### config.mk
export PLATFORM = sky130hd
export DESIGN_NAME = periodic_task_release_scheduler_core
export DESIGN_NICKNAME = d
export VERILOG_FILES = /design/src/rtl/psched_pkg.sv /design/src/rtl/psched_div.sv /design/src/rtl/psched_front.sv /design/src/rtl/psched_back.sv /design/src/rtl/periodic_task_release_scheduler_core.sv
export SDC_FILE = /design/constraint.sdc
export NUM_CORES = 2
export LEC_CHECK = 0
export ABC_AREA = 0
export BUFFER_PORTS_ARGS = -buffer_cell sky130_fd_sc_hd__buf_2
export CORE_MARGIN = 2
export CORE_UTILIZATION = 60
export CTS_BUF_LIST = sky130_fd_sc_hd__clkbuf_4 sky130_fd_sc_hd__clkbuf_8
export DETAILED_ROUTE_END_ITERATION = 10
export GPL_TIMING_DRIVEN = 1
export PLACE_DENSITY_LB_ADDON = 0.2
export RECOVER_POWER = 50
export SLEW_MARGIN = 20
export SYNTH_ARGS = -nofsm -noshare
export SYNTH_HDL_FRONTEND = slang
export SYNTH_HIERARCHICAL = 1
export SYNTH_SLANG_ARGS = --single-unit
export TNS_END_PERCENT = 50
### constraint.sdc
create_clock -name clk -period 12.45 [get_ports clk]
set_input_delay 1.8675 -clock clk [delete_from_list [all_inputs] [get_ports clk]]
set_output_delay 1.8675 -clock clk [all_outputs]
set_load 0.005 [all_outputs]
### src/rtl/psched_pkg.sv
`default_nettype none
package psched_pkg;

    localparam int LEVELS = 4;
    localparam int SLOTS  = 8;
    localparam int TOTAL  = LEVELS * SLOTS;

    localparam int IDX_W  = (TOTAL > 1) ? $clog2(TOTAL) : 1;
    localparam int LV_W   = (LEVELS > 1) ? $clog2(LEVELS) : 1;
    localparam int LVC_W  = $clog2(LEVELS + 1);
    localparam int SL_W   = (SLOTS > 1) ? $clog2(SLOTS) : 1;
    localparam int FILL_W = $clog2(SLOTS + 1);

    localparam logic [1:0] ADDR_TICK_STEP = 2'd0;

    localparam logic [2:0] CMD_TICK    = 3'd0;
    localparam logic [2:0] CMD_CREATE  = 3'd1;
    localparam logic [2:0] CMD_DELAY   = 3'd2;
    localparam logic [2:0] CMD_SUSPEND = 3'd3;
    localparam logic [2:0] CMD_RESUME  = 3'd4;

    localparam logic [1:0] MODE_WAIT    = 2'd0;
    localparam logic [1:0] MODE_DELAYED = 2'd1;
    localparam logic [1:0] MODE_SUSP    = 2'd2;

    localparam logic [1:0] ST_OK     = 2'd0;
    localparam logic [1:0] ST_FULL   = 2'd1;
    localparam logic [1:0] ST_NOTASK = 2'd2;

    localparam logic KIND_RELEASE = 1'b0;
    localparam logic KIND_ANSWER  = 1'b1;

    // Classified command handed from the front end to the execution engine
    typedef struct packed {
        logic [2:0]      cmd;
        logic [4:0]      task_id;
        logic            tid_ok;
        logic [LV_W-1:0] lv;
        logic [SL_W-1:0] slot;
        logic [1:0]      prio;
        logic [31:0]     period;
        logic [31:0]     first_delay;
        logic [15:0]     delay_ticks;
    } item_t;

    function automatic logic [IDX_W-1:0] task_index(input logic [LV_W-1:0] lv,
                                                    input logic [SL_W-1:0] sl);
        int v;
        v = int'(lv) * SLOTS + int'(sl);
        return IDX_W'(v);
    endfunction

endpackage
`default_nettype wire

### src/rtl/psched_div.sv
`default_nettype none
// Restoring remainder unit, one quotient bit per cycle.
module psched_div (
    input  wire logic        clk,
    input  wire logic        rst_n,
    input  wire logic        start,
    input  wire logic [31:0] dividend,
    input  wire logic [31:0] divisor,
    output logic             busy,
    output logic             done,
    output logic [31:0]      rem
);

    logic        busy_reg;
    logic        done_reg;
    logic [4:0]  cnt_reg;
    logic [31:0] dvd_reg;
    logic [31:0] rem_reg;
    logic [31:0] dsr_reg;
    logic [32:0] trial;
    logic [32:0] diff;
    logic [31:0] rem_step;

    always_comb
    begin
        trial    = {rem_reg, dvd_reg[31]};
        diff     = trial - {1'b0, dsr_reg};
        rem_step = (trial >= {1'b0, dsr_reg}) ? diff[31:0] : trial[31:0];
    end

    always_ff @(posedge clk or negedge rst_n)
    begin
        if (!rst_n)
        begin
            busy_reg <= 1'b0;
            done_reg <= 1'b0;
            cnt_reg  <= '0;
        end
        else if (start)
        begin
            busy_reg <= 1'b1;
            done_reg <= 1'b0;
            cnt_reg  <= '0;
        end
        else if (busy_reg)
        begin
            cnt_reg <= cnt_reg + 5'd1;
            if (cnt_reg == 5'd31)
            begin
                busy_reg <= 1'b0;
                done_reg <= 1'b1;
            end
        end
        else
        begin
            done_reg <= 1'b0;
        end
    end

    always_ff @(posedge clk)
    begin
        if (start)
        begin
            dvd_reg <= dividend;
            dsr_reg <= divisor;
            rem_reg <= '0;
        end
        else if (busy_reg)
        begin
            dvd_reg <= {dvd_reg[30:0], 1'b0};
            rem_reg <= rem_step;
        end
    end

    assign busy = busy_reg;
    assign done = done_reg;
    assign rem  = rem_reg;

endmodule
`default_nettype wire

### src/rtl/psched_front.sv
`default_nettype none
// Accept commands, decode the target id, drop unknown codes, queue two deep.
module psched_front (
    input  wire logic                clk,
    input  wire logic                rst_n,
    input  wire logic                in_valid,
    output logic                     in_ready,
    input  wire logic [2:0]          command,
    input  wire logic [4:0]          task_id,
    input  wire logic [1:0]          priority_req,
    input  wire logic [31:0]         period,
    input  wire logic [31:0]         first_delay,
    input  wire logic [15:0]         delay_ticks,
    output logic                     q_valid,
    input  wire logic                q_pop,
    output psched_pkg::item_t        q_item
);

    psched_pkg::item_t q_reg [2];
    logic              wr_ptr_reg;
    logic              rd_ptr_reg;
    logic [1:0]        cnt_reg;
    psched_pkg::item_t cls;
    logic              known;
    logic              push;
    logic [4:0]        tid_lv;

    always_comb
    begin
        tid_lv          = task_id / 5'(psched_pkg::SLOTS);
        cls.cmd         = command;
        cls.task_id     = task_id;
        cls.tid_ok      = (32'(tid_lv) < 32'(psched_pkg::LEVELS));
        cls.lv          = psched_pkg::LV_W'(tid_lv);
        cls.slot        = psched_pkg::SL_W'(task_id % 5'(psched_pkg::SLOTS));
        cls.prio        = priority_req;
        cls.period      = period;
        cls.first_delay = first_delay;
        cls.delay_ticks = delay_ticks;
        unique case (command) inside
            psched_pkg::CMD_TICK, psched_pkg::CMD_CREATE, psched_pkg::CMD_DELAY,
            psched_pkg::CMD_SUSPEND, psched_pkg::CMD_RESUME: known = 1'b1;
            default: known = 1'b0;
        endcase
    end

    assign in_ready = (cnt_reg != 2'd2);
    assign push     = in_valid && in_ready && known;
    assign q_valid  = (cnt_reg != 2'd0);
    assign q_item   = q_reg[rd_ptr_reg];

    always_ff @(posedge clk or negedge rst_n)
    begin
        if (!rst_n)
        begin
            wr_ptr_reg <= 1'b0;
            rd_ptr_reg <= 1'b0;
            cnt_reg    <= '0;
        end
        else
        begin
            if (push)
                wr_ptr_reg <= !wr_ptr_reg;
            if (q_pop)
                rd_ptr_reg <= !rd_ptr_reg;
            cnt_reg <= cnt_reg + {1'b0, push} - {1'b0, q_pop};
        end
    end

    always_ff @(posedge clk)
    begin
        if (push)
            q_reg[wr_ptr_reg] <= cls;
    end

endmodule
`default_nettype wire

### src/rtl/psched_back.sv
`default_nettype none
// Execute queued commands: table updates, tick walk, time advance, result register.
module psched_back (
    input  wire logic               clk,
    input  wire logic               rst_n,
    input  wire logic               q_valid,
    output logic                    q_pop,
    input  wire psched_pkg::item_t  q_item,
    input  wire logic [15:0]        step,
    output logic                    out_valid,
    input  wire logic               out_ready,
    output logic [4:0]              out_task,
    output logic                    kind,
    output logic [1:0]              status,
    output logic                    last
);

    localparam logic [3:0] S_IDLE  = 4'd0;
    localparam logic [3:0] S_WALK  = 4'd1;
    localparam logic [3:0] S_EVAL  = 4'd2;
    localparam logic [3:0] S_DIV   = 4'd3;
    localparam logic [3:0] S_REL   = 4'd4;
    localparam logic [3:0] S_FLUSH = 4'd5;
    localparam logic [3:0] S_ADV   = 4'd6;
    localparam logic [3:0] S_ADVW  = 4'd7;
    localparam logic [3:0] S_ANS   = 4'd8;

    localparam int IW = psched_pkg::IDX_W;

    logic [3:0]                      state_reg, state_next;
    logic [psched_pkg::LVC_W-1:0]    lv_reg, lv_next;
    logic [psched_pkg::SL_W-1:0]     sl_reg, sl_next;
    logic [psched_pkg::FILL_W-1:0]   fill_reg [psched_pkg::LEVELS];
    logic [1:0]                      mode_reg [psched_pkg::TOTAL];
    logic [31:0]                     rt_reg, rt_next;
    logic [31:0]                     sum_reg, sum_next;
    logic                            pend_valid_reg, pend_valid_next;
    logic [IW-1:0]                   pend_idx_reg, pend_idx_next;
    logic [4:0]                      ans_task_reg, ans_task_next;
    logic [1:0]                      ans_status_reg, ans_status_next;
    logic                            ovalid_reg;
    logic [4:0]                      otask_reg;
    logic                            okind_reg;
    logic [1:0]                      ostatus_reg;
    logic                            olast_reg;

    logic [31:0] per_mem  [psched_pkg::TOTAL];
    logic [31:0] off_mem  [psched_pkg::TOTAL];
    logic [15:0] hold_mem [psched_pkg::TOTAL];
    logic [31:0] per_rd;
    logic [31:0] off_rd;
    logic [15:0] hold_rd;

    logic                           out_free;
    logic                           out_load;
    logic [4:0]                     load_task;
    logic                           load_kind;
    logic [1:0]                     load_status;
    logic                           load_last;
    logic [IW-1:0]                  cur_idx;
    logic [psched_pkg::LV_W-1:0]    cur_lv;
    logic                           at_end;
    logic                           adv;
    logic                           tab_we;
    logic [IW-1:0]                  tab_widx;
    logic                           hold_we;
    logic [IW-1:0]                  hold_widx;
    logic [15:0]                    hold_wdata;
    logic                           mode_we;
    logic [IW-1:0]                  mode_widx;
    logic [1:0]                     mode_wdata;
    logic                           fill_we;
    logic [psched_pkg::LV_W-1:0]    fill_widx;
    logic                           div_start;
    logic [31:0]                    div_dvd;
    logic [31:0]                    div_dsr;
    logic                           div_busy;
    logic                           div_done;
    logic [31:0]                    div_rem;
    logic [psched_pkg::LV_W-1:0]    cr_lv;
    logic [psched_pkg::SL_W-1:0]    cr_sl;
    logic                           cr_full;
    logic [IW-1:0]                  cr_idx;
    logic [IW-1:0]                  tg_idx;
    logic                           tg_ok;
    logic [15:0]                    hold_dec;

    psched_div u_div (
        .clk      (clk),
        .rst_n    (rst_n),
        .start    (div_start),
        .dividend (div_dvd),
        .divisor  (div_dsr),
        .busy     (div_busy),
        .done     (div_done),
        .rem      (div_rem)
    );

    assign out_free = !ovalid_reg || out_ready;
    assign cur_lv   = psched_pkg::LV_W'(lv_reg);
    assign cur_idx  = psched_pkg::task_index(cur_lv, sl_reg);
    assign at_end   = (32'(sl_reg) == psched_pkg::SLOTS - 1);
    assign hold_dec = hold_rd - 16'd1;

    always_comb
    begin
        cr_lv   = psched_pkg::LV_W'(q_item.prio);
        cr_full = (32'(q_item.prio) >= 32'(psched_pkg::LEVELS))
                  || (32'(fill_reg[cr_lv]) >= 32'(psched_pkg::SLOTS));
        cr_sl   = psched_pkg::SL_W'(fill_reg[cr_lv]);
        cr_idx  = psched_pkg::task_index(cr_lv, cr_sl);
        tg_idx  = psched_pkg::task_index(q_item.lv, q_item.slot);
        tg_ok   = q_item.tid_ok
                  && (psched_pkg::FILL_W'(q_item.slot) < fill_reg[q_item.lv]);
    end

    always_comb
    begin
        state_next      = state_reg;
        lv_next         = lv_reg;
        sl_next         = sl_reg;
        rt_next         = rt_reg;
        sum_next        = sum_reg;
        pend_valid_next = pend_valid_reg;
        pend_idx_next   = pend_idx_reg;
        ans_task_next   = ans_task_reg;
        ans_status_next = ans_status_reg;
        q_pop           = 1'b0;
        out_load        = 1'b0;
        load_task       = ans_task_reg;
        load_kind       = psched_pkg::KIND_ANSWER;
        load_status     = ans_status_reg;
        load_last       = 1'b1;
        adv             = 1'b0;
        tab_we          = 1'b0;
        tab_widx        = cr_idx;
        hold_we         = 1'b0;
        hold_widx       = cur_idx;
        hold_wdata      = hold_dec;
        mode_we         = 1'b0;
        mode_widx       = cur_idx;
        mode_wdata      = psched_pkg::MODE_WAIT;
        fill_we         = 1'b0;
        fill_widx       = cr_lv;
        div_start       = 1'b0;
        div_dvd         = rt_reg - off_rd;
        div_dsr         = per_rd;

        unique case (state_reg)
            S_IDLE:
            begin
                if (q_valid)
                begin
                    q_pop = 1'b1;
                    unique case (q_item.cmd)
                        psched_pkg::CMD_TICK:
                        begin
                            lv_next    = '0;
                            sl_next    = '0;
                            state_next = S_WALK;
                        end
                        psched_pkg::CMD_CREATE:
                        begin
                            state_next = S_ANS;
                            if (cr_full)
                            begin
                                ans_task_next   = '0;
                                ans_status_next = psched_pkg::ST_FULL;
                            end
                            else
                            begin
                                tab_we          = 1'b1;
                                mode_we         = 1'b1;
                                mode_widx       = cr_idx;
                                fill_we         = 1'b1;
                                ans_task_next   = 5'(cr_idx);
                                ans_status_next = psched_pkg::ST_OK;
                            end
                        end
                        default:
                        begin
                            state_next    = S_ANS;
                            ans_task_next = q_item.task_id;
                            if (!tg_ok)
                                ans_status_next = psched_pkg::ST_NOTASK;
                            else
                            begin
                                ans_status_next = psched_pkg::ST_OK;
                                mode_we         = 1'b1;
                                mode_widx       = tg_idx;
                                if (q_item.cmd == psched_pkg::CMD_DELAY)
                                begin
                                    mode_wdata = psched_pkg::MODE_DELAYED;
                                    hold_we    = 1'b1;
                                    hold_widx  = tg_idx;
                                    hold_wdata = (q_item.delay_ticks == 16'd0)
                                                 ? 16'd1 : q_item.delay_ticks;
                                end
                                else if (q_item.cmd == psched_pkg::CMD_SUSPEND)
                                    mode_wdata = psched_pkg::MODE_SUSP;
                                else
                                    mode_wdata = psched_pkg::MODE_WAIT;
                            end
                        end
                    endcase
                end
            end
            S_WALK:
            begin
                if (32'(lv_reg) == psched_pkg::LEVELS)
                    state_next = pend_valid_reg ? S_FLUSH : S_ADV;
                else if (psched_pkg::FILL_W'(sl_reg) < fill_reg[cur_lv])
                    state_next = S_EVAL;
                else
                begin
                    lv_next = lv_reg + 1'b1;
                    sl_next = '0;
                end
            end
            S_EVAL:
            begin
                unique case (mode_reg[cur_idx])
                    psched_pkg::MODE_DELAYED:
                    begin
                        hold_we = 1'b1;
                        if (hold_dec == 16'd0)
                        begin
                            mode_we    = 1'b1;
                            state_next = S_REL;
                        end
                        else
                            adv = 1'b1;
                    end
                    psched_pkg::MODE_WAIT:
                    begin
                        if (rt_reg < off_rd)
                            adv = 1'b1;
                        else if (per_rd == 32'd0)
                        begin
                            if (rt_reg == off_rd)
                                state_next = S_REL;
                            else
                                adv = 1'b1;
                        end
                        else
                        begin
                            div_start  = 1'b1;
                            state_next = S_DIV;
                        end
                    end
                    default: adv = 1'b1;
                endcase
            end
            S_DIV:
            begin
                if (div_done)
                begin
                    if (div_rem == 32'd0)
                        state_next = S_REL;
                    else
                        adv = 1'b1;
                end
            end
            S_REL:
            begin
                if (!pend_valid_reg)
                begin
                    pend_valid_next = 1'b1;
                    pend_idx_next   = cur_idx;
                    adv             = 1'b1;
                end
                else if (out_free)
                begin
                    out_load      = 1'b1;
                    load_task     = 5'(pend_idx_reg);
                    load_kind     = psched_pkg::KIND_RELEASE;
                    load_status   = psched_pkg::ST_OK;
                    load_last     = 1'b0;
                    pend_idx_next = cur_idx;
                    adv           = 1'b1;
                end
            end
            S_FLUSH:
            begin
                if (out_free)
                begin
                    out_load        = 1'b1;
                    load_task       = 5'(pend_idx_reg);
                    load_kind       = psched_pkg::KIND_RELEASE;
                    load_status     = psched_pkg::ST_OK;
                    pend_valid_next = 1'b0;
                    state_next      = S_ADV;
                end
            end
            S_ADV:
            begin
                sum_next   = rt_reg + {16'd0, step};
                div_dvd    = sum_next;
                div_dsr    = {16'd0, step};
                div_start  = 1'b1;
                state_next = S_ADVW;
            end
            S_ADVW:
            begin
                if (div_done)
                begin
                    rt_next    = (div_rem == 32'd0) ? sum_reg : 32'd0;
                    state_next = S_IDLE;
                end
            end
            S_ANS:
            begin
                if (out_free)
                begin
                    out_load   = 1'b1;
                    state_next = S_IDLE;
                end
            end
            default: state_next = S_IDLE;
        endcase

        // step to the next slot, rolling into the next level
        if (adv)
        begin
            state_next = S_WALK;
            if (at_end)
            begin
                lv_next = lv_reg + 1'b1;
                sl_next = '0;
            end
            else
                sl_next = sl_reg + 1'b1;
        end
    end

    always_ff @(posedge clk or negedge rst_n)
    begin
        if (!rst_n)
        begin
            state_reg      <= S_IDLE;
            lv_reg         <= '0;
            sl_reg         <= '0;
            rt_reg         <= '0;
            pend_valid_reg <= 1'b0;
            ovalid_reg     <= 1'b0;
            for (int i = 0; i < psched_pkg::LEVELS; i++)
                fill_reg[i] <= '0;
            for (int i = 0; i < psched_pkg::TOTAL; i++)
                mode_reg[i] <= psched_pkg::MODE_WAIT;
        end
        else
        begin
            state_reg      <= state_next;
            lv_reg         <= lv_next;
            sl_reg         <= sl_next;
            rt_reg         <= rt_next;
            pend_valid_reg <= pend_valid_next;
            if (out_load)
                ovalid_reg <= 1'b1;
            else if (out_ready)
                ovalid_reg <= 1'b0;
            if (fill_we)
                fill_reg[fill_widx] <= fill_reg[fill_widx] + 1'b1;
            if (mode_we)
                mode_reg[mode_widx] <= mode_wdata;
        end
    end

    always_ff @(posedge clk)
    begin
        sum_reg        <= sum_next;
        pend_idx_reg   <= pend_idx_next;
        ans_task_reg   <= ans_task_next;
        ans_status_reg <= ans_status_next;
        if (out_load)
        begin
            otask_reg   <= load_task;
            okind_reg   <= load_kind;
            ostatus_reg <= load_status;
            olast_reg   <= load_last;
        end
    end

    // task table: one write port per array, registered read at the walk index
    always_ff @(posedge clk)
    begin
        if (tab_we)
        begin
            per_mem[tab_widx] <= q_item.period;
            off_mem[tab_widx] <= q_item.first_delay;
        end
        per_rd <= per_mem[cur_idx];
        off_rd <= off_mem[cur_idx];
    end

    always_ff @(posedge clk)
    begin
        if (hold_we)
            hold_mem[hold_widx] <= hold_wdata;
        hold_rd <= hold_mem[cur_idx];
    end

    assign out_valid = ovalid_reg;
    assign out_task  = otask_reg;
    assign kind      = okind_reg;
    assign status    = ostatus_reg;
    assign last      = olast_reg;

    a_load_free: assert property (@(posedge clk) disable iff (!rst_n)
        out_load |-> out_free)
        else $error("result register overwritten while held");

    a_pop_idle: assert property (@(posedge clk) disable iff (!rst_n)
        q_pop |-> (state_reg == S_IDLE))
        else $error("command taken while engine busy");

    a_div_free: assert property (@(posedge clk) disable iff (!rst_n)
        div_start |-> !div_busy)
        else $error("divider restarted while busy");

    a_pend_tick: assert property (@(posedge clk) disable iff (!rst_n)
        pend_valid_reg |-> (state_reg != S_IDLE && state_reg != S_ANS))
        else $error("held release outside a tick walk");

endmodule
`default_nettype wire

### src/rtl/periodic_task_release_scheduler_core.sv
`default_nettype none
// Periodic task release scheduler.
// Commands enter on the s_ stream (tick, create, delay, suspend, resume);
// results leave on the m_ stream, one transaction each, tlast on the final
// result of a command. tuser is 0 for a release, 1 for a command answer.
// Create, delay, suspend and resume each answer once.
// A tick walks the created tasks in priority then slot order; each waiting
// task whose first release time has been reached and whose period is
// nonzero runs a remainder step in the shared divider. The divider and the
// task table read port set the length of a tick. A tick with no release
// gives no transaction; unknown command codes are dropped.
// A two-deep command queue decouples the input from the execution engine.
// The m_ side is held in an output register: when the receiver stalls,
// the engine stalls on its next result and the queue fills, then s_tready
// drops. tick_step is written over APB at address 0, by the user only while
// idle (the block does not enforce this). Reset empties the table (all levels
// unfilled), clears run time, sets tick_step to 1. No clearing pass is needed.
module periodic_task_release_scheduler_core (
    input  wire logic        clk,
    input  wire logic        rst_n,
    input  wire logic        s_tvalid,
    output logic             s_tready,
    // command[2:0], task_id[7:3], priority_req[9:8], period[41:10],
    // first_delay[73:42], delay_ticks[89:74], zero fill [95:90]
    input  wire logic [95:0] s_tdata,
    output logic             m_tvalid,
    input  wire logic        m_tready,
    // out_task[4:0], status[6:5], zero fill [7]
    output logic [7:0]       m_tdata,
    // kind[0]
    output logic             m_tuser,
    output logic             m_tlast,
    input  wire logic        psel,
    input  wire logic        penable,
    input  wire logic        pwrite,
    input  wire logic [1:0]  paddr,
    input  wire logic [31:0] pwdata,
    output logic [31:0]      prdata,
    output logic             pready
);

    logic [15:0]       tick_step_reg;
    logic [15:0]       step;
    logic              q_valid;
    logic              q_pop;
    psched_pkg::item_t q_item;
    logic [4:0]        out_task;
    logic [1:0]        status;

    // config write on the access phase
    always_ff @(posedge clk or negedge rst_n)
    begin
        if (!rst_n)
            tick_step_reg <= 16'd1;
        else if (psel && penable && pwrite && pready
                 && paddr == psched_pkg::ADDR_TICK_STEP)
            tick_step_reg <= pwdata[15:0];
    end

    assign pready = 1'b1;
    assign prdata = (paddr == psched_pkg::ADDR_TICK_STEP) ? {16'd0, tick_step_reg} : 32'd0;
    // a zero step acts as one
    assign step   = (tick_step_reg == 16'd0) ? 16'd1 : tick_step_reg;

    psched_front u_front (
        .clk          (clk),
        .rst_n        (rst_n),
        .in_valid     (s_tvalid),
        .in_ready     (s_tready),
        .command      (s_tdata[2:0]),
        .task_id      (s_tdata[7:3]),
        .priority_req (s_tdata[9:8]),
        .period       (s_tdata[41:10]),
        .first_delay  (s_tdata[73:42]),
        .delay_ticks  (s_tdata[89:74]),
        .q_valid      (q_valid),
        .q_pop        (q_pop),
        .q_item       (q_item)
    );

    psched_back u_back (
        .clk       (clk),
        .rst_n     (rst_n),
        .q_valid   (q_valid),
        .q_pop     (q_pop),
        .q_item    (q_item),
        .step      (step),
        .out_valid (m_tvalid),
        .out_ready (m_tready),
        .out_task  (out_task),
        .kind      (m_tuser),
        .status    (status),
        .last      (m_tlast)
    );

    assign m_tdata = {1'b0, status, out_task};

endmodule
`default_nettype wire

=== Yosys cells after proc, flatten, opt, wreduce, memory -nomap -nowiden ===
Memory sizes are Yosys's and may differ from the RTL's. A register that Yosys moved wholly into a read port is not among the register bits.
Cells that the tools add are included.

* Register bits: 300
* Bits in writable memories: 2752
* Input bits: 137
* Output and inout bits: 45
* Logic and storage cells: 320
* Memories kept: 4

* $add $sub $neg: 13
* Magnitude comparators: 13
* Equal/unequal tests: 39
* Multiplexer cells: 148
* Bitwise gates (word level): 6
* Reduce and logical (&&, ||, !) cells: 36

{| class="wikitable"
|+ Memory list
! name !! words !! width !! rd ports !! clocked after Yosys merged registers in !! wr ports !! RTL line !! RTL
|-
| u_back.off_mem || 32 || 32 || 1 || 1 || 1 || psched_back.sv:48 || <nowiki>logic [31:0] off_mem [psched_pkg::TOTAL];</nowiki>
|-
| u_back.per_mem || 32 || 32 || 1 || 1 || 1 || psched_back.sv:47 || <nowiki>logic [31:0] per_mem [psched_pkg::TOTAL];</nowiki>
|-
| u_back.hold_mem || 32 || 16 || 1 || 1 || 1 || psched_back.sv:49 || <nowiki>logic [15:0] hold_mem [psched_pkg::TOTAL];</nowiki>
|-
| u_front.q_reg || 2 || 96 || 1 || 0 || 1 || psched_front.sv:19 || <nowiki>psched_pkg::item_t q_reg [2];</nowiki>
|}

{| class="wikitable"
|+ Operators by type and width
! cell !! count
|-
| 32-bit 2-to-1 mux || 5
|-
| 16-bit 2-to-1 mux || 9
|-
| 4-bit 2-to-1 mux || 21
|-
| 5-bit 2-to-1 mux || 16
|-
| 64-bit bitwise mux || 1
|-
| 32-bit logical NOT || 2
|-
| 32-bit subtractor || 2
|-
| 16-bit logical NOT || 3
|-
| 1-bit 2-to-1 mux || 46
|-
| 3-bit 2-to-1 mux || 12
|-
| 4-bit case mux with 9 select lines || 1
|-
| 33-bit by 32-bit greater-or-equal comparator with 1-bit output || 1
|-
| 32-bit by 16-bit adder with 32-bit output || 1
|-
| 32-bit equality test || 1
|-
| 32-bit less-than comparator || 1
|-
| 5-bit case mux with 2 select lines || 3
|-
| 2-bit 2-to-1 mux || 13
|-
| 4-bit binary-select mux with 2-bit select || 3
|-
| 16-bit bitwise mux || 1
|-
| 4-bit by 3-bit equality test with 1-bit output, second input constant || 4
|-
| 1-bit case mux with 2 select lines || 8
|-
| 16-bit by 1-bit subtractor with 16-bit output, second input constant || 1
|-
| 5-bit by 3-bit adder with 5-bit output || 3
|-
| 3-bit by 1-bit inequality test with 1-bit output, second input constant || 5
|-
| other kinds (51) || 92
|}

=== Logic depth before layout (Yosys ltp) ===
An unclocked memory read counts as a cell.

* Depth after elaboration: 17
* Depth in mapped cells: 19
* Depth with buffers taken out: 16

=== By module ===
Netlist, hierarchy kept.

{| class="wikitable"
|+ Modules (own cells, without submodules)
! module !! instances !! cells each !! area an instance (um2) !! seq. area each (um2)
|-
| psched_back || 1 || 5364 || 111157.9 || 83169.8
|-
| psched_front || 1 || 305 || 7190.6 || 5505.3
|-
| psched_div || 1 || 587 || 5975.7 || 2737.6
|-
| periodic_task_release_scheduler_core || 1 || 93 || 1009.7 || 401.6
|}

=== Worst setup path after synthesis ===
OpenSTA, ideal clock, no wires.

* Path kind: flip-flop to flip-flop
* Start point: reg u_front.rd_ptr_reg
* End point: mem u_back.off_mem[3][0], enable pin
* Setup time: 644 ps
* Data arrival time: 8423 ps
* Data required time: 11806 ps
* Setup slack: 3383 ps
* Cell stages (with the launch flop): 10
* Path buffers: 4
* Period minus slack after synthesis: 9067 ps
* Cell sequence: dfrtp_1 buf_6 buf_12 mux2_4 buf_2 mux4_2 clkbuf_1 nor3_1 nand2_1 nor4_1

{| class="wikitable"
|+ RTL lines
! item !! RTL line !! RTL
|-
| start, declared || psched_front.sv:21 || <nowiki>logic rd_ptr_reg;</nowiki>
|-
| start signal, assigned || psched_front.sv:65 || <nowiki>rd_ptr_reg <= !rd_ptr_reg;</nowiki>
|-
| end, declared || psched_back.sv:48 ||
|}

==> reports/summary.md <==
The run finished, with violations left. The checks that failed: max-capacitance violations, max-slew violations. For this design the ratio of total power to cell area is 221 nW/um^2.

The run gives 0 as the number of hold-repair buffers added at the cts stage. For the final database, setup skew stands at 0.126 ns. The floorplan step defined a die boundary enclosing 213000 um^2.

Summing internal, switching and leakage power gives 30.6 mW. In this run the number of H-tree levels came out at 5. The library cell used most frequently in the layout, excluding fill and tap cells, is sky130_fd_sc_hd__edfxtp_1. Of the cells placed in the final design, the portion with a size suffix greater than 1 is 27.6%. The synthesized netlist devotes 2.30% of its cell area to compound gates. Relative to the synthesized area, the layout overhead comes to 10.6%. The average footprint of a synthesized cell was 19.7 um^2. The synthesized netlist devotes 3.67% of its cell area to simple gates. The placeable core region was 207000 um^2. The post-synthesis xor/xnor area fraction was 0.727%. The worst endpoint data arrival time was 9.57 ns; the upper clock frequency limit was 113 MHz. Static leakage power: 45.8 nW.

Clock tree synthesis selected as its root buffer the cell sky130_fd_sc_hd__clkbuf_8. The number of endpoints with negative hold slack in the final report came out at 0. After Yosys synthesis, full adders, half adders and majority gates account for 1.03% of the synthesized area.

The number of buffers created by CTS came out at 489. Dividing the detail-routed wire length by the instance count gives 29.2 um. VDD sags by at most 0.165 mV.

In this run the core area contains 167 standard-cell rows. The tools report the worst slack after detailed placement as 6.44 ns. The run gives 27.8% as the global-route total usage across every layer. The most used flip-flop cell after synthesis is sky130_fd_sc_hd__edfxtp_1. Across the run, the number of max-cap violations was 30. The class of the most critical setup path was register to register. In the final layout, the registers with the most flip-flops are u_back/off_mem: 1024 flops, u_back/per_mem: 1024 flops, u_back/hold_mem: 512 flops.

The number of different library cells used by synthesis comes to 93. For this block, the via count after detailed routing is 64200. The number of warnings printed during yosys synthesis is 6.

The run gives 1.15 ns as the clock latency on the worst-skew pair. In this run the horizontal extent of the chip is 461 um. The number of global-route vias before repair was 63800; the count of TritonRoute iterations in the first routing pass was 6.

CTS sink count: 3120. Combinational family with the most area after synthesis: multiplexers. The maximum buffer depth of the clock tree was 4. Setup repair after global routing left no endpoint under its margin. After detailed routing, the number of remaining DRC violations is 0. The number of buffer cells added on primary ports is 141, and the worst-case setup margin in the final layout is 3.56 ns.

Standard cell with the maximum stage delay on the critical path: sky130_fd_sc_hd__clkbuf_1. After synthesis, the largest area contributor takes up 68.5% of total cell area. The fraction of registers with async set/reset was 4.84%. For the maximum number of pins on one net before global-route repair, the log shows 145. The tightest hold path in the finished design has a slack of 0.478 ns. In this design, the stage delay of the slowest critical-path cell is 2.34 ns.

The maximum fanout along the worst path works out to 35. TritonCTS built the clock tree. The worst setup path is launched from a register. The via density per instance was 6.42. The number of synthesized register bits is 3120. Multiplexer cells account for 17.4% of the synthesized area. Counting flops with a built-in enable in the synthesized netlist gives 2857.

The run gives 0 as the number of nets still failing antenna checks after routing. By area the synthesized netlist is led by sky130_fd_sc_hd__edfxtp_1 (68%), sky130_fd_sc_hd__mux4_2 (15%), sky130_fd_sc_hd__dfrtp_1 (3.0%). Share of the cycle needed by the critical path after routing: 71.4%. The clock transition time at the flip-flop clock pins of the worst setup and hold paths is 0.06 ns, and the total count of max-transition violations in the final report is 1167. The path category of the worst min-delay check is register to register. Leaving out fill and tap cells, the most frequent cells in the layout are sky130_fd_sc_hd__edfxtp_1 (2857), sky130_fd_sc_hd__mux4_2 (831), sky130_fd_sc_hd__clkbuf_8 (539), sky130_fd_sc_hd__nand2_1 (509), sky130_fd_sc_hd__nor2_1 (214). Setup slack on the worst reg-to-reg path comes out at 3.56 ns. The initial antenna violation count came out at 19. The largest total area in the synthesized netlist belongs to sky130_fd_sc_hd__edfxtp_1. At the pin with the least slew margin, the transition time is 5.29 ns. Setup total negative slack on the finished layout was measured at 0 ns.

Cells fill 66.9% of the core in the end. Sequential elements use 73.3% of the synthesized area. Once the clock tree was built, the setup fixing pass inserted 0 buffers. At the end of the flow, the number of nets in the layout was 7042.

Counting I/O delays and the setup requirement, the final critical path takes 8.89 ns. The weighted congestion at the end of routability-driven global placement was 0.902. The total standard cell area after synthesis came out at 125000 um^2. The run gives 293000 um as the overall routed net length.

Setup violations remaining at the end of the flow were counted as 0. Measured along the y axis, the die boundary spans 461 um. The wire length of the first global-routing pass came out at 425000 um. Post-CTS repair changed the size of 0 cells. The worst pin sits at a relative slew slack of -253%. Detailed placement ended at an HPWL of 158000 um. The count of cells along the worst hold path is 1, and the number of top-level design ports is 182.

The run gives 13.14 ns as the critical path data required time. The overflow left after global routing is 0. The signal on the critical path passes through mux2_1 > mux4_2 > nor3_1 > nand2_1 > nor2_4 > clkbuf_1 > buf_4. The first routing iteration left 7407 violations. For the worst flop-to-flop path, the logic depth is 7.

The cell count after synthesis came out at 6349. The initial core utilization is 60.5%. The kind of end point of the critical path is a register.
stage by stage:
stage | cells | area, um^2
2_1_floorplan | 6365 | 125000
3_3_place_gp | 9101 | 129000
3_5_place_dp | 9101 | 129000
4_1_cts | 9997 | 139000
5_1_grt | 9999 | 139000
6_report | 10000 | 139000
Yosys cell counts (18+ instances only):
master / count
sky130_fd_sc_hd__a211oi_1: 33
sky130_fd_sc_hd__a21o_1: 38
sky130_fd_sc_hd__a21oi_1: 121
sky130_fd_sc_hd__and2_1: 47
sky130_fd_sc_hd__and3_1: 18
sky130_fd_sc_hd__buf_1: 40
sky130_fd_sc_hd__buf_4: 26
sky130_fd_sc_hd__clkbuf_1: 244
sky130_fd_sc_hd__dfrtp_1: 150
sky130_fd_sc_hd__dfxtp_1: 112
sky130_fd_sc_hd__edfxtp_1: 2857
sky130_fd_sc_hd__ha_1: 98
sky130_fd_sc_hd__inv_1: 122
sky130_fd_sc_hd__mux2_2: 107
sky130_fd_sc_hd__mux2_4: 101
sky130_fd_sc_hd__mux2i_1: 25
sky130_fd_sc_hd__mux4_2: 831
sky130_fd_sc_hd__nand2_1: 509
sky130_fd_sc_hd__nand2b_1: 27
sky130_fd_sc_hd__nand3_1: 45
sky130_fd_sc_hd__nand4_1: 21
sky130_fd_sc_hd__nor2_1: 235
sky130_fd_sc_hd__nor2b_1: 22
sky130_fd_sc_hd__nor3_1: 40
sky130_fd_sc_hd__nor4_1: 31
sky130_fd_sc_hd__o21ai_0: 119
sky130_fd_sc_hd__xnor2_1: 62
sky130_fd_sc_hd__xor2_1: 42
worst max-delay path, delay by kind of cell (launching register included):
kind                   cells  cell delay (ns)
buffers and inverters      2             3.30
flip-flops                 1             2.00
multiplexers               2             1.63
AND/OR/NAND/NOR            3             1.48
metal layers:
layer,vias to the layer above,GRT usage [%],share of wire [%]
met5,-,0,0.0092
met4,4,8.78,3.1
met3,567,5.01,10
met2,3462,43.2,47
met1,33600,40.8,39
li1,26600,-,-
cell type report:
type | instances | area [um^2]
clock buffer | 691 | 8560
antenna | 8 | 20.0
tap | 2788 | 3490
sequential | 3120 | 91800
inverter | 124 | 470
timing repair buffer | 287 | 1650
multi-input combinational | 2782 | 31500
clock inverter | 205 | 1080
fill | 13400 | 68700
logic make-up (layout without fill, tap and decap cells):
family,after synthesis,count (layout)
simple gates,1037,1037
xor+xnor,104,104
flops,3120,3120
other cells,3,27
compound gates,451,451
fa+ha+maj,101,101
mux,1070,1070
buf+inv,463,1307
report_power, final:
| group | internal (mW) | switching (mW) | total, mW |
|---|---|---|---|
| Sequential | 13.2 | 0.597 | 13.7 |
| Combinational | 3.59 | 4.86 | 8.45 |
| Clock | 4.55 | 3.83 | 8.38 |
path summary, 6_finish.rpt:
kind                                           from                  endpoint
setup / recovery                 u_front/rd_ptr_reg     u_back/off_mem[23][5]
min in group asynchronous                     rst_n         u_back/rt_reg[29]
setup reg to reg                 u_front/rd_ptr_reg     u_back/off_mem[23][5]
max in group asynchronous                     rst_n         u_back/u_div/busy
hold / removal             u_back/u_div/dvd_reg[27]  u_back/u_div/dvd_reg[28]
hold reg to reg            u_back/u_div/dvd_reg[27]  u_back/u_div/dvd_reg[28]
(Power assumes the default switching activity.)
